### config.mk
export PLATFORM = sky130hd
export DESIGN_NAME = tap_ctrl
export DESIGN_NICKNAME = d
export VERILOG_FILES = /design/src/hw/rtl/tap_pkg.sv /design/src/hw/rtl/tap_ctrl.sv
export SDC_FILE = /design/constraint.sdc
export NUM_CORES = 1
export LEC_CHECK = 0
export CAP_MARGIN = 40
export CORE_AREA = 4 4 41 43
export CTS_CLUSTER_DIAMETER = 30
export DETAILED_ROUTE_END_ITERATION = 10
export DIE_AREA = 0 0 45 47
export DONT_BUFFER_PORTS = 1
export MAX_ROUTING_LAYER = met4
export PLACE_DENSITY = 0.34
export SLEW_MARGIN = 20
export SYNTH_ARGS = -nofsm -noshare
export SYNTH_HDL_FRONTEND = slang
export SYNTH_SLANG_ARGS = --single-unit
### constraint.sdc
create_clock -name clk -period 1 [get_ports clk]
set_input_delay 0.05 -clock clk [delete_from_list [all_inputs] [get_ports clk]]
set_output_delay 0.05 -clock clk [all_outputs]
set_load 0.02 [all_outputs]
### src/hw/rtl/tap_pkg.sv
// shared constants and control types for the tile average pixelation block
package tap_pkg;

  // default geometry
  localparam int IMAGE_WIDTH_DEF  = 1024;
  localparam int IMAGE_HEIGHT_DEF = 768;
  localparam int MAX_TILE_DEF     = 64;

  // fixed field widths
  localparam int PIX_W       = 8;
  localparam int CFG_W       = 7;
  localparam int TILE_IDX_W  = 10;
  localparam int AVG_W       = 8;
  localparam int IN_TDATA_W  = 24;
  localparam int OUT_TDATA_W = 48;

  localparam logic [CFG_W-1:0] TILE_SIZE_RST = 7'd8;

  // commands from controller to datapath
  typedef struct packed {
    logic accept;     // latch pixel and position, read column sum
    logic wr;         // write updated column sum
    logic div_start;  // load divider with the finished tile sums
    logic div_step;   // one quotient bit per channel
    logic out_load;   // move quotient into the output register
  } cmd_t;

  // status from datapath to controller
  typedef struct packed {
    logic whole;      // latched pixel lies inside a whole tile
    logic tile_end;   // latched pixel is the bottom-right of its tile
    logic div_last;   // final divider step in progress
    logic out_busy;   // output register holds an untaken result
  } sts_t;

  // per-pixel position flags from the raster tracker
  typedef struct packed {
    logic first;
    logic tile_end;
    logic whole;
    logic frame_last;
  } flg_t;

endpackage

### src/hw/rtl/tap_ctrl.sv
// sequencing state machine for pixel accumulation and tile division
module tap_ctrl (
  input  logic          clk,
  input  logic          rst_n,
  input  logic          in_tvalid,
  output logic          in_tready,
  input  tap_pkg::sts_t sts,
  output tap_pkg::cmd_t cmd
);

  localparam logic [1:0] S_IDLE = 2'd0;
  localparam logic [1:0] S_ACC  = 2'd1;
  localparam logic [1:0] S_DIV  = 2'd2;
  localparam logic [1:0] S_OUT  = 2'd3;

  logic [1:0] state_r, state_nxt;

  assign in_tready = (state_r == S_IDLE);

  always_comb begin
    state_nxt = state_r;
    cmd       = '0;
    unique case (state_r)
      S_IDLE: begin
        if (in_tvalid) begin
          cmd.accept = 1'b1;
          state_nxt  = S_ACC;
        end
      end
      S_ACC: begin
        cmd.wr = sts.whole;
        if (sts.whole && sts.tile_end) begin
          cmd.div_start = 1'b1;
          state_nxt     = S_DIV;
        end else begin
          state_nxt = S_IDLE;
        end
      end
      S_DIV: begin
        cmd.div_step = 1'b1;
        if (sts.div_last) begin
          state_nxt = S_OUT;
        end
      end
      S_OUT: begin
        if (!sts.out_busy) begin
          cmd.out_load = 1'b1;
          state_nxt    = S_IDLE;
        end
      end
      default: state_nxt = S_IDLE;
    endcase
  end

  always_ff @(posedge clk) begin
    if (!rst_n) begin
      state_r <= S_IDLE;
    end else begin
      state_r <= state_nxt;
    end
  end

endmodule

==> Word level (Yosys, flattened, before mapping) <==
Index checks and enable logic that the tools add are counted.
{ "totals": {"regBits": 2, "wordCells": 22, "inputBits": 7, "out_inout_bits": 6} }
{ "op_classes": {"reduce_logical": 3, "n_eq_ne": 6, "muxes": 12} }
{ "ops": {"columns": ["cell", "count"], "rows": [
  ["$mux 2", 5],
  ["$pmux 2 s4", 1],
  ["$mux 1", 6],
  ["$ne 2x2->1 const B", 3],
  ["$eq 2x2->1 const B", 2],
  ["$reduce_and 3->1", 1],
  ["$eq 2x1->1 const B", 1],
  ["$logic_not 2->1", 1],
  ["$logic_and 1x1->1", 1]
]} }

==> Longest topological paths before layout <==
{ "logic_depth": {"ltp_word": 3, "depth_mapped": 3} }

==> Worst setup path before layout <==
Ideal clock, no wire load.
{ "synth_path": {"kind": "register to output", "start": "reg state_r[0]", "end": "out cmd[0] (netlist bit)", "arrival_ns": 0.970, "setup_slack_ns": -0.020, "n_path_buf": 0, "path_stages_with_launch": 3, "path_cell_list": "dfxtp_1 -> inv_1 -> nor3b_1"} }
{ "synth_rtl": {"columns": ["item", "line_no", "source"], "rows": [
  ["start, declared", "tap_ctrl.sv:16", "logic [1:0] state_r, state_nxt;"],
  ["start signal, assigned", "tap_ctrl.sv:59", "state_r <= state_nxt;"],
  ["end, declared", "tap_ctrl.sv:8", "output tap_pkg::cmd_t cmd"]
]} }

==> summary.md <==
| Metric | Value |
|---|---|
| Outcome | `finished, violations left` |
| Failing checks | `negative setup slack` |
| Final hold vios | `0` |
| ANT nets after route | `0` |
| Register clock-pin slew on the reported worst setup and hold paths | `0.03 ns` |
| Hold Crit Class | `input pin to register` |
| WL final | `466 um` |
| Starting Density | `9.808%` |
| CORE AREA | `1301 um^2` |
| Number of I/O port buffers | `0` |
| Syn-to-layout area delta | `123.5%` |
| Slew Viols, Final | `0` |
| Largest net degree at the start of global routing | `8` |
| Share of cells above drive strength 1 | `65.52%` |
| Post-Synthesis Cells | `17` |
| Slew HR | `90.09%` |
| Synthesized area | `127.6 um^2` |
| Synth Register Bits | `2` |
| Total Nets Final | `38` |
| Max Cap Viol | `0` |
| Die area | `2115 um^2` |
| Placed Cells | `35` |
| FMAX | `0.9968 GHz` |
| Sink Count | `2` |
| Syn Nets | `24` |
| Gpl congestion | `0.5523` |
| DR vias | `164` |
| Worst path required time | `0.95 ns` |
| Post-route clock skew | `0.004781 ns` |
| Row count | `13` |
| Least-Margin Pin Slew | `0.1445 ns` |
| Pwr per Cell Area | `1192 nW/um^2` |
| Startpoint types | `register` |
| Post-Route Setup TNS | `-0.003216 ns` |
| CTS tree | `done` |
| Vias per Instance | `3.727` |
| Die width | `45 um` |
| CTS root buf | `clkbuf_4` |
| Overall Global Routing Usage | `6.433%` |
| Fin worst setup slack | `-0.003216 ns` |
| Antenna violations before repair | `0` |
| Max H-tree Level | `1` |
| Critical path type | `register to output port` |
| Endpoints failing setup | `1` |
| Final cell count without fillers | `44` |
| Num CTS Buffers | `3` |
| RSZ-0062 raised after global routing | `true` |
| Ys Warns | `0` |
| Yosys cell types | `10` |
| DP Area | `176.4 um^2` |
| Leak pwr | `0.1214 nW` |
| Hold_ws | `0.02857 ns` |
| Min Clock Period, post-route | `1.003 ns` |
| Mean post-synth cell area | `7.507 um^2` |
| First DRT Iteration DRCs | `1` |
| Vias in the first global route | `184` |
| Global-route wire length before repair | `841 um` |
| # IOs | `13` |
| Remaining Overflow, GRT | `0` |
| Final total power | `340.1 uW` |
| Die span in y | `47 um` |
| Final core area utilization | `21.92%` |
| Worst Path Arrival | `0.95 ns` |
| Register area share after synthesis | `31.37%` |
| DRC viols | `0` |
| Final instance area | `285.3 um^2` |
| Antenna Cells | `0` |
| Crit Path Max Fanout | `4` |
| CTS Buffer Depth | `2` |
| Worst vdd ir | `0.0004719 V` |
| Detailed placement HPWL | `350.8 um` |
| Place WS | `-0.02025 ns` |
| Worst setup EP type | `output port` |
| Final period util | `100.3%` |
| Routed len/inst | `10.59 um` |
| Clk_lat worst skew | `0.22 ns` |
| Fill cells | `158` |
| Detailed Routing Iterations Pass 1 | `2` |
-- logic make-up (layout without fill, tap and decap cells) --
group	count (synthesis)	in the layout	synth area share, %
AND/OR/NAND/NOR	9	9	41.18
buffers and inverters	2	14	5.885
AO/OA/AOI/OAI	3	3	13.73
flip-flops	2	2	31.37
multiplexers	1	1	7.843
-- worst paths after layout --
check,from,end,slack (ns),cells after the start
worst max-delay path,state_r[0],cmd[0],-0.003,3
worst min-delay path,sts[0],register,0.03,2
worst max register to register,register,state_r[0],0.06,3
worst min register to register,register,register,0.56,2
-- report_power, final --
group	switching, mW	leakage [nW]	total (mW)	internal [mW]
clock	0.0449	0.0138	0.177	0.132
combinational	0.0343	0.0898	0.0738	0.0394
sequential	0.00701	0.0178	0.0892	0.0822
total	0.0862	0.121	0.340	0.254
-- cell usage in the layout (no fill, tap or decap), types with 2 or more instances in the layout --
| master | netlist | final |
|---|---|---|
| dlygate4sd3_1 | 0 | 3 |
| buf_4 | 0 | 5 |
| clkbuf_4 | 0 | 3 |
| dfxtp_4 | 0 | 2 |
| inv_2 | 0 | 2 |
| o21ai_1 | 2 | 2 |
-- critical path: stages (launching register included) --
cell and delay [ns]:
dfxtp_4 0.35, inv_2 0.05, nor3b_4 0.19, buf_6 0.14
-- per-layer routing --
| layer | up-vias | global-route usage (%) | routed length, um |
|---|---|---|---|
| met2 | 6 | 10.73 | 323 |
| li1 | 81 | - | - |
| met1 | 77 | 4.525 | 102 |
| met5 | - | - | 0 |
| met4 | 0 | 3.509 | 0 |
| met3 | 0 | 5.747 | 40 |
-- area by class of cell --
| class | instances | area [um^2] | share of cell area [%] |
|---|---|---|---|
| Timing Repair Buffer | 9 | 78.83 | 27.63 |
| Multi-Input combinational cell | 13 | 110.1 | 38.60 |
| Inverter | 2 | 7.507 | 2.632 |
| Clock buffer | 3 | 22.52 | 7.895 |
| Sequential cell | 2 | 47.55 | 16.67 |
| Tap cell | 15 | 18.77 | 6.579 |
-- cell usage after synthesis --
library cell	instances	share of area [%]
nand3_1	2	7.8
nor3b_1	1	5.9
o21ai_1	2	7.8
and2_1	3	15
mux2i_1	1	7.8
nor2_1	1	2.9
dfxtp_1	2	31
inv_1	2	5.9
nor2b_1	2	9.8
a21boi_1	1	5.9
-- timing repair --
item / CTS / global route
hold buffers: 3 / 0
buffers inserted: 1 / 2
endpoints found under the hold margin: 2 / 0
setup endpoints to repair: 6 / 4
resized for setup: 10 / 4
pin swaps: 1 / 3
Note: power is estimated with default switching activity, not from simulation.
