--- src/hw/rtl/tap_pkg.sv ---
// shared constants and control types for the tile average pixelation block
package tap_pkg;

  // default geometry
  localparam int IMAGE_WIDTH_DEF  = 1024;
  localparam int IMAGE_HEIGHT_DEF = 768;
  localparam int MAX_TILE_DEF     = 64;

  // fixed field widths
  localparam int PIX_W       = 8;
  localparam int CFG_W       = 7;
  localparam int TILE_IDX_W  = 10;
  localparam int AVG_W       = 8;
  localparam int IN_TDATA_W  = 24;
  localparam int OUT_TDATA_W = 48;

  localparam logic [CFG_W-1:0] TILE_SIZE_RST = 7'd8;

  // commands from controller to datapath
  typedef struct packed {
    logic accept;     // latch pixel and position, read column sum
    logic wr;         // write updated column sum
    logic div_start;  // load divider with the finished tile sums
    logic div_step;   // one quotient bit per channel
    logic out_load;   // move quotient into the output register
  } cmd_t;

  // status from datapath to controller
  typedef struct packed {
    logic whole;      // latched pixel lies inside a whole tile
    logic tile_end;   // latched pixel is the bottom-right of its tile
    logic div_last;   // final divider step in progress
    logic out_busy;   // output register holds an untaken result
  } sts_t;

  // per-pixel position flags from the raster tracker
  typedef struct packed {
    logic first;
    logic tile_end;
    logic whole;
    logic frame_last;
  } flg_t;

endpackage

--- src/hw/rtl/tap_pos.sv ---
// raster position tracker and tile size register
module tap_pos #(
  parameter int IMAGE_WIDTH  = tap_pkg::IMAGE_WIDTH_DEF,
  parameter int IMAGE_HEIGHT = tap_pkg::IMAGE_HEIGHT_DEF,
  parameter int MAX_TILE     = tap_pkg::MAX_TILE_DEF,
  localparam int PX_W  = (IMAGE_WIDTH > 1) ? $clog2(IMAGE_WIDTH) : 1,
  localparam int PY_W  = (IMAGE_HEIGHT > 1) ? $clog2(IMAGE_HEIGHT) : 1,
  localparam int KW    = $clog2(MAX_TILE + 1),
  localparam int TC_W  = (PX_W > tap_pkg::TILE_IDX_W) ? PX_W : tap_pkg::TILE_IDX_W,
  localparam int TR_W  = (PY_W > tap_pkg::TILE_IDX_W) ? PY_W : tap_pkg::TILE_IDX_W
) (
  input  logic                       clk,
  input  logic                       rst_n,
  input  logic                       cfg_wr_en,
  input  logic [tap_pkg::CFG_W-1:0]  cfg_wr_data,
  input  logic                       advance,
  output logic [KW-1:0]              k,
  output logic [TC_W-1:0]            tile_col,
  output logic [TR_W-1:0]            tile_row,
  output tap_pkg::flg_t              flg
);

  localparam int DIM_MAX = (IMAGE_WIDTH > IMAGE_HEIGHT) ? IMAGE_WIDTH : IMAGE_HEIGHT;
  localparam int EXT_W   = $clog2(DIM_MAX + 2 * MAX_TILE + 1);
  localparam int CMP_W   = (KW > tap_pkg::CFG_W) ? KW : tap_pkg::CFG_W;

  logic [tap_pkg::CFG_W-1:0] tile_size_r;
  logic [PX_W-1:0] pix_col_r, pix_col_nxt, tx_start_r, tx_start_nxt;
  logic [PY_W-1:0] pix_row_r, pix_row_nxt, ty_start_r, ty_start_nxt;
  logic [KW-1:0]   col_in_r, col_in_nxt, row_in_r, row_in_nxt;
  logic [TC_W-1:0] tile_col_r, tile_col_nxt;
  logic [TR_W-1:0] tile_row_r, tile_row_nxt;
  logic [CMP_W-1:0] ts_ext;
  logic [KW-1:0]   k_m1;
  logic [EXT_W-1:0] x_end, y_end, x_end2, y_end2;
  logic col_wrap, row_wrap;

  // clamp tile edge to 1..MAX_TILE
  always_comb begin
    ts_ext = CMP_W'(tile_size_r);
    if (tile_size_r == '0) begin
      k = KW'(1);
    end else if (ts_ext > CMP_W'(MAX_TILE)) begin
      k = KW'(MAX_TILE);
    end else begin
      k = KW'(ts_ext);
    end
  end

  assign k_m1 = k - KW'(1);

  // tile extents for whole-tile and last-tile tests
  assign x_end  = EXT_W'(tx_start_r) + EXT_W'(k);
  assign y_end  = EXT_W'(ty_start_r) + EXT_W'(k);
  assign x_end2 = x_end + EXT_W'(k);
  assign y_end2 = y_end + EXT_W'(k);

  assign flg.first      = (col_in_r == '0) && (row_in_r == '0);
  assign flg.tile_end   = (col_in_r == k_m1) && (row_in_r == k_m1);
  assign flg.whole      = (x_end <= EXT_W'(IMAGE_WIDTH)) && (y_end <= EXT_W'(IMAGE_HEIGHT));
  assign flg.frame_last = (x_end2 > EXT_W'(IMAGE_WIDTH)) && (y_end2 > EXT_W'(IMAGE_HEIGHT));

  assign tile_col = tile_col_r;
  assign tile_row = tile_row_r;

  assign col_wrap = (pix_col_r == PX_W'(IMAGE_WIDTH - 1));
  assign row_wrap = (pix_row_r == PY_W'(IMAGE_HEIGHT - 1));

  always_comb begin
    pix_col_nxt  = pix_col_r;
    tx_start_nxt = tx_start_r;
    col_in_nxt   = col_in_r;
    tile_col_nxt = tile_col_r;
    pix_row_nxt  = pix_row_r;
    ty_start_nxt = ty_start_r;
    row_in_nxt   = row_in_r;
    tile_row_nxt = tile_row_r;
    if (cfg_wr_en) begin
      pix_col_nxt  = '0;
      tx_start_nxt = '0;
      col_in_nxt   = '0;
      tile_col_nxt = '0;
      pix_row_nxt  = '0;
      ty_start_nxt = '0;
      row_in_nxt   = '0;
      tile_row_nxt = '0;
    end else if (advance) begin
      if (col_wrap) begin
        pix_col_nxt  = '0;
        tx_start_nxt = '0;
        col_in_nxt   = '0;
        tile_col_nxt = '0;
        if (row_wrap) begin
          pix_row_nxt  = '0;
          ty_start_nxt = '0;
          row_in_nxt   = '0;
          tile_row_nxt = '0;
        end else begin
          pix_row_nxt = pix_row_r + PY_W'(1);
          if (row_in_r == k_m1) begin
            row_in_nxt   = '0;
            tile_row_nxt = tile_row_r + TR_W'(1);
            ty_start_nxt = PY_W'(EXT_W'(ty_start_r) + EXT_W'(k));
          end else begin
            row_in_nxt = row_in_r + KW'(1);
          end
        end
      end else begin
        pix_col_nxt = pix_col_r + PX_W'(1);
        if (col_in_r == k_m1) begin
          col_in_nxt   = '0;
          tile_col_nxt = tile_col_r + TC_W'(1);
          tx_start_nxt = PX_W'(EXT_W'(tx_start_r) + EXT_W'(k));
        end else begin
          col_in_nxt = col_in_r + KW'(1);
        end
      end
    end
  end

  always_ff @(posedge clk) begin
    if (!rst_n) begin
      tile_size_r <= tap_pkg::TILE_SIZE_RST;
      pix_col_r   <= '0;
      tx_start_r  <= '0;
      col_in_r    <= '0;
      tile_col_r  <= '0;
      pix_row_r   <= '0;
      ty_start_r  <= '0;
      row_in_r    <= '0;
      tile_row_r  <= '0;
    end else begin
      if (cfg_wr_en) begin
        tile_size_r <= cfg_wr_data;
      end
      pix_col_r  <= pix_col_nxt;
      tx_start_r <= tx_start_nxt;
      col_in_r   <= col_in_nxt;
      tile_col_r <= tile_col_nxt;
      pix_row_r  <= pix_row_nxt;
      ty_start_r <= ty_start_nxt;
      row_in_r   <= row_in_nxt;
      tile_row_r <= tile_row_nxt;
    end
  end

endmodule

--- config.mk ---
export PLATFORM = sky130hd
export DESIGN_NAME = tap_pos
export DESIGN_NICKNAME = d
export VERILOG_FILES = /design/src/hw/rtl/tap_pkg.sv /design/src/hw/rtl/tap_pos.sv
export SDC_FILE = /design/constraint.sdc
export NUM_CORES = 1
export LEC_CHECK = 0
export BUFFER_PORTS_ARGS = -buffer_cell sky130_fd_sc_hd__buf_2
export CAP_MARGIN = 15
export CORE_ASPECT_RATIO = 0.75
export CORE_MARGIN = 8
export CORE_UTILIZATION = 60
export DETAILED_ROUTE_END_ITERATION = 7
export PLACE_DENSITY = 0.8
export SLEW_MARGIN = 40
export SYNTH_ARGS = -nofsm -noshare
export SYNTH_HDL_FRONTEND = slang
export SYNTH_SLANG_ARGS = --single-unit
--- constraint.sdc ---
create_clock -name clk -period 11.04 [get_ports clk]
set_input_delay 0.552 -clock clk [delete_from_list [all_inputs] [get_ports clk]]
set_output_delay 0.552 -clock clk [all_outputs]
set_load 0.005 [all_outputs]
## After elaboration in Yosys (flattened, before gate mapping)

Index checks and enable logic that the tools add are counted.

| word-level totals | value |
|---|---|
| register bits | 81 |
| bits of input ports | 11 |
| word-level logic and storage cells | 59 |

| operators by class | value |
|---|---|
| add/subtract/negate cells | 11 |
| order comparisons | 5 |
| equality and inequality tests | 4 |
| multiplexer cells | 16 |
| bitwise operators | 1 |
| reductions and logical operators | 13 |

Operators by type and width:

| cell | number |
|---|---|
| two-way mux 10 bit | 10 |
| two-way mux 7 bit | 6 |
| adder 10 x 1 -> 10 bit (second input constant) | 4 |
| adder 10 x 7 -> 11 bit | 2 |
| adder 11 x 7 -> 11 bit | 2 |
| logical NOT 7 bit | 3 |
| equality test 10 bit (second input constant) | 2 |
| adder 7 x 1 -> 7 bit (second input constant) | 2 |
| equality test 7 bit | 2 |
| greater-than comparator 11 x 10 -> 1 bit (second input constant) | 1 |
| greater-than comparator 11 bit (second input constant) | 1 |
| less-or-equal comparator 11 x 10 -> 1 bit (second input constant) | 1 |
| less-or-equal comparator 11 bit (second input constant) | 1 |
| greater-than comparator 7 bit (second input constant) | 1 |
| subtractor 7 x 1 -> 7 bit (second input constant) | 1 |
| logical AND 1 bit | 4 |
| AND reduction 2 bit | 2 |
| nonzero test 2 bit | 2 |
| AND reduction 3 bit | 1 |
| OR reduction 2 bit | 1 |
| inverter 1 bit | 1 |

## Longest topological paths before layout

Gate-level depths: netlist of the first run.

| depth | value |
|---|---|
| depth in word-level cells | 7 |
| depth in mapped cells | 21 |

## Least setup slack after synthesis of the first run

Ideal clock, no wire load.

| timing | value |
|---|---|
| kind | register to output |
| from | register tile_size_r[6] (netlist name) |
| to | output flg[0] (netlist name) |
| data arrival time | 4373 ps |
| required time | 10488 ps |
| setup slack | 6115 ps |
| cell stages (with the launch flop) | 18 |
| buffers on the path | 2 |
| cells stage by stage | dfxtp_1 clkbuf_1 clkbuf_1 nand2b_1 inv_1 ha_1 a21o_1 maj3_1 a31oi_1 xnor2_1 ha_1 nor3b_1 or3_1 a2111oi_0 nand3_1 nor3_1 a21o_1 a211oi_1 |

RTL lines:

| item | line | RTL |
|---|---|---|
| start: declaration | tap_pos.sv:27 | `logic [tap_pkg::CFG_W-1:0] tile_size_r;` |
| start signal: assignment | tap_pos.sv:123 | `tile_size_r <= tap_pkg::TILE_SIZE_RST;` |
| start signal: assignment | tap_pos.sv:134 | `tile_size_r <= cfg_wr_data;` |
| end: declaration | tap_pos.sv:20 | `output tap_pkg::flg_t flg` |

==> flow_metrics.env, run 1 <==
export IMPL_status="finished, final reports clean"
export IMPL_layout_drive_gt1_share_pct=11.4
export IMPL_synth_edf_count=0
export IMPL_antenna_found_initial=0
export IMPL_end_kind="output pin"
export IMPL_ys_types=69
export IMPL_routed_wl_mm=14.1
export IMPL_ys_seq_elements=81
export IMPL_synth_area_top_cells="dfxtp_1 (29%), ha_1 (7.9%), xnor2_1 (5.7%)"
export IMPL_drt_iter0_drc=473
export IMPL_cellPowerDensity_nw_per_um2=113
export IMPL_die_y_um=99.4
export IMPL_timing_rr_start="tile_size_r[2]$_SDFFE_PN0P_"
export IMPL_synth_cells=673
export IMPL_syn_nets=723
export IMPL_preCtsSetupSlack_ps=5820
export IMPL_rsz0062_at_grt="no"
export IMPL_htree_levels=3
export IMPL_ant_nets=0
export IMPL_critPathMaxFanout=8
export IMPL_clk_pin_slew_worst_paths_ps=60
export IMPL_critical_path_buf_inv_count=2
export IMPL_hpwl_mm=10.6
export IMPL_crit_path_max_incr_delay_ps=470
export IMPL_cts_tree="yes"
export IMPL_avgSynthCellArea_um2=8.26
export IMPL_yosysTopAreaCell="dfxtp_1"
export IMPL_ctsLongestPathBuffers=2
export IMPL_max_cap_viol_count=0
export IMPL_utilization_pct=68.2
export IMPL_dr_pass1_iters=5
export IMPL_cts_sinks=81
export IMPL_cts_resized=0
export IMPL_critPathTopFamily="compound AO/OA/AOI/OAI gates"
export IMPL_crit_type="flop to output pin"
export IMPL_setup_violations=0
export IMPL_rrSetupSlack_ps=6930
export IMPL_hold_slack_ps=445
export IMPL_area_growth_pct=11.0
export IMPL_post_cts_repair_setup_buffers=0
export IMPL_finalSetupTns_ps=0
export IMPL_dpl_cell_area_um2=5860
export IMPL_die_x_um=127
export IMPL_hold_viol=0
export IMPL_rows=30
export IMPL_vias_per_cell=6.14
export IMPL_hold_start="cfg_wr_data[3]"
export IMPL_hold_depth=3
export IMPL_n_antenna_cell=0
export IMPL_die_area_um2=12600
export IMPL_slew_violations=0
export IMPL_grt_pass1_vias=4990
export IMPL_cp_data_arrival_time_ps=5050
export IMPL_grt_max_degree=25
export IMPL_avgRoutedWirePerCell_um=16.8
export IMPL_yosys_warnings=0
export IMPL_numCtsBuffers=9
export IMPL_path_depth=20
export IMPL_total_leakage_power_uw=0.00238
export IMPL_clk_insertion_delay_late_ps=340
export IMPL_vias=5142
export IMPL_cts_hold_buf=0
export IMPL_initial_core_util_pct=61.5
export IMPL_finalWeightedCongestion=0.890
export IMPL_fillers=732
export IMPL_max_freq_mhz=179
export IMPL_r2r_cells=13
export IMPL_grt_pass1_wl_mm=23.7
export IMPL_worstMarginPinSlew_ps=826
export IMPL_ios=42
export IMPL_start_kind="flop"
export IMPL_r2r_end="tile_col[9]$_SDFFE_PP0P_"
export IMPL_crit_required_ps=10490
export IMPL_seq_area_frac_synth_pct=29.2
export IMPL_synth_top_area_share_pct=29.2
export IMPL_fin_crit_ps=5600
export IMPL_synthArstFlopShare_pct=0
export IMPL_cp_slowest_cell="fa_1"
export IMPL_vdd_drop_max_v=0.0000940
export IMPL_numPortBuffers=41
export IMPL_synth_main_ff_cell="dfxtp_1"
export IMPL_skew_ps=6.70
export IMPL_path_cells="nor3_2 -> a21oi_1 -> nor2_1 -> ha_1 -> inv_1 -> fa_1 -> nor2b_1 -> a21o_1 -> a21oi_1 -> xnor2_1 -> ha_1 -> nand2_1 -> nor3_1 -> a211o_1 -> o31a_1 -> nor4b_1 -> and3_1 -> a2111oi_0 -> a211oi_1 -> buf_2"
export IMPL_relSlewSlack_pct=44.7
export IMPL_hold_class="input port to flop"
export IMPL_synth_area_um2=5560
export IMPL_fin_crit_sh_pct=50.7
export IMPL_grt_total_usage_pct=22.6
export IMPL_hold_path_end="tile_size_r[3]$_SDFFE_PN1P_"
export IMPL_worst_slack_ps=5440
export IMPL_gr_total_overflow=0
export IMPL_nets=755
export IMPL_drc=0
export IMPL_final_area_um2=6170
export IMPL_core_um2=9050
export IMPL_cts_root_buf="clkbuf_16"
[synthesized netlist by cell type, types with 4 or more instances]
master and n:
nand3b_1 5, o21a_1 4, nor4b_1 5, and2_1 7, nor3_1 20, inv_1 22, a211oi_1 8, clkbuf_1 19
mux2i_1 12, and3_1 9, o31ai_1 6, nor2_1 59, or3_1 11, nand3_1 32, a22o_1 13, nand4_1 21
nand2b_1 9, a21o_1 7, nand2_1 52, dfxtp_1 81, o211ai_1 5, xor2_1 29, o21ai_0 24, xnor2_1 36
a31oi_1 4, a21oi_1 44, ha_1 35, o22ai_1 4, or4_1 8, nor2b_1 15, fa_1 4, nor4_1 4
[where the power goes]
group	internal (µW)	switching (µW)
sequential	294	3.05
combinational	37.3	56.5
clock	183	126
total	515	185
[worst register-to-register path, delay by kind of cell, from the launching register on]
family,cells,cell delay (ps)
buffers and inverters,2,340
DFF,1,480
adders and majority gates,1,310
and+or+nand+nor,4,980
AOI/OAI and AO/OA,6,1910
[cell usage in the layout, fill, tap and decap left out, drive strengths merged, types with 6 or more instances in the layout]
cell     n
a211oi   8
a21o     7
a21oi   44
a22o    13
and2     8
and3     9
buf     47
clkbuf  11
dfxtp   81
ha      35
inv     25
mux2i   12
nand2   52
nand2b   9
nand3   32
nand4   21
nor2    59
nor2b   15
nor3    22
nor4     6
o21ai   27
o31ai    6
or3     11
or4      8
xnor2   36
xor2    29
[cells by family after synthesis]
logic type | synth area share, %
mux | 2.16
buf+inv | 3.69
flops | 29.2
compound gates | 18.6
simple gates | 26.0
xor+xnor | 10.6
fa+ha+maj | 9.68
[stage by stage]
stage                     cells  power (µW)
after floorplan             673         373
after global placement      822         394
after detailed placement    822         396
after CTS                   838         704
after global routing        838         724
final                       838         700
[how the worst max path moves through the flow]
stage / from / endpoint
6_report: tile_size_r[2]$_SDFFE_PN0P_ / flg[0]
4_1_cts: tile_size_r[2]$_SDFFE_PN0P_ / flg[0]
5_1_grt: tile_size_r[2]$_SDFFE_PN0P_ / flg[0]
2_1_floorplan: tile_size_r[6]$_SDFFE_PN0P_ / flg[0]
3_3_place_gp: tile_size_r[6]$_SDFFE_PN0P_ / flg[0]
3_5_place_dp: tile_size_r[2]$_SDFFE_PN0P_ / flg[0]
[flip-flops by register name, summed over array words and instances (netlist names)]
name,cells
tile_size_r,7
row_in_r,7
pix_row_r,10
tile_col,10
tx_start_r,10
tile_row,10
pix_col_r,10
ty_start_r,10
col_in_r,7
[per-layer routing]
metal	vias up	global-route usage [%]	wire length, µm
met1	2410	28.3	6310
met2	183	36.8	6530
met4	0	9.66	363
li1	2521	-	-
met5	-	0	0
met3	28	4.76	897
[cell type report]
cell class / count / area, µm² / area share (%)
timing repair buffer: 47 / 250 / 4.06
tap: 128 / 160 / 2.60
inverter: 23 / 86.3 / 1.40
sequential: 81 / 1620 / 26.3
multi-input combinational: 543 / 3750 / 60.7
clock inverter: 5 / 62.6 / 1.01
clock buffer: 11 / 243 / 3.93
Note: power is estimated with default switching activity, not from simulation.
==> run 2: changes to the inputs <==
--- a/config.mk
+++ b/config.mk
@@ -9,9 +9,9 @@
 export CAP_MARGIN = 15
 export CORE_ASPECT_RATIO = 0.75
 export CORE_MARGIN = 8
-export CORE_UTILIZATION = 60
+export CORE_UTILIZATION = 55
 export DETAILED_ROUTE_END_ITERATION = 7
-export PLACE_DENSITY = 0.8
+export PLACE_DENSITY = 0.77
 export SLEW_MARGIN = 40
 export SYNTH_ARGS = -nofsm -noshare
 export SYNTH_HDL_FRONTEND = slang
==> constraint.sdc (replaced) <==
create_clock -name clk -period 5.1 [get_ports clk]
set_input_delay 0.255 -clock clk [delete_from_list [all_inputs] [get_ports clk]]
set_output_delay 0.255 -clock clk [all_outputs]
set_load 0.005 [all_outputs]
==> flow_metrics.env, run 2 (synthesis results as in run 1) <==
export IMPL_status="finished, final reports clean"
export IMPL_fin_crit_ps=4810
export IMPL_rows=31
export IMPL_finalWeightedCongestion=0.869
export IMPL_layout_drive_gt1_share_pct=13.3
export IMPL_final_cell_mix="dfxtp_1 (81), nor2_1 (58), nand2_1 (52), a21oi_1 (42), buf_2 (41)"
export IMPL_rsz0062_at_grt="no"
export IMPL_cts_root_buf="clkbuf_16"
export IMPL_ctsLongestPathBuffers=2
export IMPL_wl_met1_mm=6.41
export IMPL_ios=42
export IMPL_critPathLaunch="tile_size_r[3]$_SDFFE_PN1P_"
export IMPL_hold_start="rst_n"
export IMPL_dr_pass1_iters=5
export IMPL_ant_nets=0
export IMPL_start_kind="flop"
export IMPL_numPortBuffers=41
export IMPL_vdd_drop_max_v=0.000194
export IMPL_die_y_um=103
export IMPL_vias_per_cell=6.11
export IMPL_wl_met3_um=719
export IMPL_hpwl_mm=10.4
export IMPL_cts_tree="yes"
export IMPL_core_um2=9740
export IMPL_critical_path_buf_inv_count=2
export IMPL_multi_input_area_um2=3800
export IMPL_grt_pass1_vias=4874
export IMPL_cp_data_arrival_time_ps=4550
export IMPL_die_area_um2=13600
export IMPL_max_freq_mhz=208
export IMPL_crit_path_max_incr_delay_ps=400
export IMPL_seq_area_um2=1620
export IMPL_grt_total_usage_pct=20.7
export IMPL_antenna_found_initial=0
export IMPL_area_growth_pct=12.7
export IMPL_die_x_um=132
export IMPL_cts_sinks=81
export IMPL_cts_hold_buf=0
export IMPL_power_uw=1570
export IMPL_routed_wl_met2_mm=6.68
export IMPL_nets=757
export IMPL_routed_wl_mm=14.1
export IMPL_worstMarginPinSlew_ps=813
export IMPL_cellPowerDensity_nw_per_um2=250
export IMPL_relSlewSlack_pct=45.5
export IMPL_total_leakage_power_uw=0.00241
export IMPL_clk_insertion_delay_late_ps=350
export IMPL_avgRoutedWirePerCell_um=16.7
export IMPL_vias=5154
export IMPL_finalSetupTns_ps=0
export IMPL_top_layer="met4"
export IMPL_clk_pin_slew_worst_paths_ps=70
export IMPL_grt_max_degree=24
export IMPL_drc=0
export IMPL_post_cts_repair_setup_buffers=0
export IMPL_crit_type="flop to output pin"
export IMPL_critPathMaxFanout=6
export IMPL_fillers=816
export IMPL_final_common_cell="dfxtp_1"
export IMPL_max_cap_viol_count=0
export IMPL_path_cells="nor3_4 -> a21oi_2 -> nor2_4 -> ha_1 -> inv_1 -> fa_2 -> nor2b_2 -> a21o_1 -> a21oi_1 -> xnor2_2 -> ha_2 -> nand2_1 -> nor3_1 -> a211o_1 -> o31a_1 -> nor4b_1 -> and3_1 -> a2111oi_1 -> a211oi_1 -> buf_2"
export IMPL_drt_iter0_drc=344
export IMPL_end_kind="output pin"
export IMPL_n_antenna_cell=0
export IMPL_setup_violations=0
export IMPL_hold_viol=0
export IMPL_grt_pass1_wl_mm=23.2
export IMPL_slew_violations=0
export IMPL_numCtsBuffers=9
export IMPL_cp_slowest_cell="fa_2"
export IMPL_critPathTopFamily="compound AO/OA/AOI/OAI gates"
export IMPL_skew_ps=7.22
export IMPL_initial_core_util_pct=57.1
export IMPL_crit_required_ps=4850
export IMPL_fin_crit_sh_pct=94.2
export IMPL_gr_total_overflow=0
export IMPL_timing_rr_start="tile_size_r[1]$_SDFFE_PN0P_"
export IMPL_htree_levels=3
export IMPL_hold_class="input port to flop"
run 2: where the power goes:
group	internal, µW	total [µW]	switching, µW
Combinational	85.0	211	126
Clock	433	714	281
Sequential	637	643	6.53
run 2: cell type report:
type                            count  share of cell area, %
Tap cell                          132                   2.64
Inverter                           23                   1.38
Clock buffer                        9                   3.59
Multi-Input combinational cell    543                   60.7
Timing Repair Buffer               49                   4.23
Clock inverter                      7                   1.60
Sequential cell                    81                   25.9
run 2: layer usage:
metal	GRT usage (%)	up-vias
li1	-	2513
met1	25.7	2462
met2	34.8	148
met3	4.04	31
met4	8.71	0
met5	0	-
run 2: what timing repair did:
action | 4_1_cts | 5_1_grt
pin swaps | 0 | 1
gates cloned | 0 | 0
gates resized for setup | 1 | 13
endpoints found under the hold margin | 0 | 0
setup endpoints to repair | 1 | 1
run 2: path summary, 6_finish.rpt:
kind | endpoint | slack (ps) | depth (start not counted)
max reg2reg | tile_col[9]$_SDFFE_PP0P_ | 1180 | 13
min reg2reg | tile_row[9]$_SDFFE_PP0P_ | 480 | 2
min | tile_size_r[3]$_SDFFE_PN1P_ | 160 | 2
max | flg[0] | 290 | 20
run 2: stage by stage:
| step | setup slack (ps) | utilization (%) | std cells | cell area [µm²] | hold WS (ps) |
|---|---|---|---|---|---|
| 6_report | 293 | 64.4 | 844 | 6270 | 157 |
| 3_3_place_gp | 513 | 60.4 | 828 | 5880 | 457 |
| 3_5_place_dp | 341 | 60.4 | 828 | 5880 | 467 |
| 4_1_cts | 33.9 | 63.8 | 844 | 6210 | 143 |
| 2_1_floorplan | 472 | - | 673 | 5560 | 317 |
| 5_1_grt | 11.6 | 64.4 | 844 | 6270 | 167 |
==> run 3: changes to the inputs <==
--- a/config.mk
+++ b/config.mk
@@ -11,7 +11,9 @@
 export CORE_MARGIN = 8
 export CORE_UTILIZATION = 55
 export DETAILED_ROUTE_END_ITERATION = 7
+export GPL_ROUTABILITY_DRIVEN = 0
 export PLACE_DENSITY = 0.77
+export REMOVE_ABC_BUFFERS = 1
 export SLEW_MARGIN = 40
 export SYNTH_ARGS = -nofsm -noshare
 export SYNTH_HDL_FRONTEND = slang
==> flow_metrics.env, run 3 (synthesis results as in run 1) <==
export IMPL_grtUsageMet1_pct=26.1
export IMPL_end_kind="output pin"
export IMPL_final_area_um2=6300
export IMPL_core_um2=9740
export IMPL_grt_busiest_layer="met2"
export IMPL_status="finished, final reports clean"
export IMPL_crit_path_max_incr_delay_ps=400
export IMPL_cts_tree="yes"
export IMPL_grt_total_usage_pct=20.9
export IMPL_vias_per_cell=6.11
export IMPL_hold_class="input port to flop"
export IMPL_cts_hold_buf=0
export IMPL_hold_start="rst_n"
export IMPL_ios=42
export IMPL_slew_violations=0
export IMPL_grt_pass1_vias=4959
export IMPL_skew_ps=7.78
export IMPL_numPortBuffers=41
export IMPL_rrSetupSlack_ps=1110
export IMPL_max_freq_mhz=204
export IMPL_drt_iter0_drc=419
export IMPL_ctsLongestPathBuffers=2
export IMPL_timing_rr_start="tile_size_r[1]$_SDFFE_PN0P_"
export IMPL_clk_pin_slew_worst_paths_ps=60
export IMPL_area_growth_pct=13.4
export IMPL_layout_drive_gt1_share_pct=13.7
export IMPL_gr_total_overflow=0
export IMPL_nets=762
export IMPL_fin_crit_ps=4910
export IMPL_start_kind="flop"
export IMPL_cp_slowest_cell="fa_2"
export IMPL_critPathTopFamily="compound AO/OA/AOI/OAI gates"
export IMPL_clk_insertion_delay_late_ps=340
export IMPL_die_y_um=103
export IMPL_layout_cells_non_filler=849
export IMPL_initial_core_util_pct=57.1
export IMPL_hold_path_end="tile_size_r[3]$_SDFFE_PN1P_"
export IMPL_setup_violations=0
export IMPL_vdd_drop_max_v=0.000185
export IMPL_hold_depth=2
export IMPL_vias=5191
export IMPL_hold_viol=0
export IMPL_final_cell_mix="dfxtp_1 (81), nor2_1 (58), nand2_1 (52), a21oi_1 (42), buf_2 (41)"
export IMPL_dpl_cell_area_um2=5900
export IMPL_die_x_um=132
export IMPL_critPathMaxFanout=5
export IMPL_max_cap_viol_count=0
export IMPL_n_antenna_cell=0
export IMPL_cellPowerDensity_nw_per_um2=245
export IMPL_drc=0
export IMPL_critical_path_buf_inv_count=2
export IMPL_antenna_found_initial=0
export IMPL_rows=31
export IMPL_relSlewSlack_pct=45.2
export IMPL_r2r_cells=14
export IMPL_crit_required_ps=4850
export IMPL_numCtsBuffers=9
export IMPL_total_leakage_power_uw=0.00244
export IMPL_cts_sinks=81
export IMPL_dp_cells=830
export IMPL_die_area_um2=13600
export IMPL_cp_data_arrival_time_ps=4650
export IMPL_grt_pass1_wl_mm=23.6
export IMPL_worstMarginPinSlew_ps=811
export IMPL_grt_max_degree=24
export IMPL_fin_crit_sh_pct=96.2
export IMPL_globalRouteMet3Util_pct=4.58
export IMPL_final_common_cell="dfxtp_1"
export IMPL_crit_type="flop to output pin"
export IMPL_path_cells="nor3_4 -> a21oi_2 -> nor2_2 -> ha_1 -> inv_1 -> fa_2 -> nand2b_1 -> a21o_1 -> a21oi_1 -> xnor2_1 -> ha_1 -> nand2_1 -> nor3_1 -> a211o_1 -> o31a_1 -> nor4b_1 -> and3_1 -> a2111oi_1 -> a211oi_1 -> buf_2"
export IMPL_htree_levels=3
export IMPL_cts_root_buf="clkbuf_16"
export IMPL_dr_pass1_iters=5
export IMPL_avgRoutedWirePerCell_um=16.5
export IMPL_hpwl_mm=10.3
export IMPL_crit_top_cell="ha_1"
export IMPL_ant_nets=0
export IMPL_routed_wl_mm=14.0
export IMPL_met2_usage_pct=35.4
export IMPL_r2r_end="tile_col[9]$_SDFFE_PP0P_"
## run 3: power by group
group	switching (µW)	total (µW)	internal, µW
Clock	283	681	398
Sequential	6.51	643	637
Combinational	130	220	90.3
Total	419	1540	1130
## run 3: area by class of cell
type	count	area [µm²]
multi-input combinational	543	3810
fill	815	3430
sequential	81	1620
timing repair buffer	54	303
clock buffer	10	239
tap	132	165
inverter	23	90.1
clock inverter	6	72.6
## run 3: how the worst max path moves through the flow
stage | start | end | slack, ps | depth (start not counted)
finish | tile_size_r[4]$_SDFFE_PN0P_ | flg[0] | 190 | 20
global route | tile_size_r[4]$_SDFFE_PN0P_ | flg[0] | -90 | 20
floorplan | tile_size_r[6]$_SDFFE_PN0P_ | flg[0] | 650 | 15
detailed placement | tile_size_r[3]$_SDFFE_PN1P_ | flg[0] | 230 | 18
global placement | tile_size_r[3]$_SDFFE_PN1P_ | flg[0] | 510 | 20
CTS | tile_size_r[3]$_SDFFE_PN1P_ | flg[0] | 10 | 20
## run 3: stage by stage
stage               hold WS [ps]  setup TNS [ps]  setup WS (ps)  total power, µW  util, %
detailed placement           471               0            227              859     60.6
global route                 161           -85.8          -85.8             1600     64.7
finish                       149               0            193             1540     64.7
floorplan                    317               0            649              800        -
CTS                          135               0           14.1             1540     64.0
global placement             453               0            514              852     60.5
## run 3: timing repair
item,in CTS,in global routing
hold endpoints to repair,0,0
pin swaps,1,2
endpoints found under the setup margin,1,1
resized for setup,2,13
buffers inserted,2,1
## run 3: per-layer routing
metal / vias to the layer above / wire, µm
met3: 23 / 680
met4: 0 / 229
met2: 155 / 6620
met1: 2479 / 6490
met5: - / 0
li1: 2534 / -
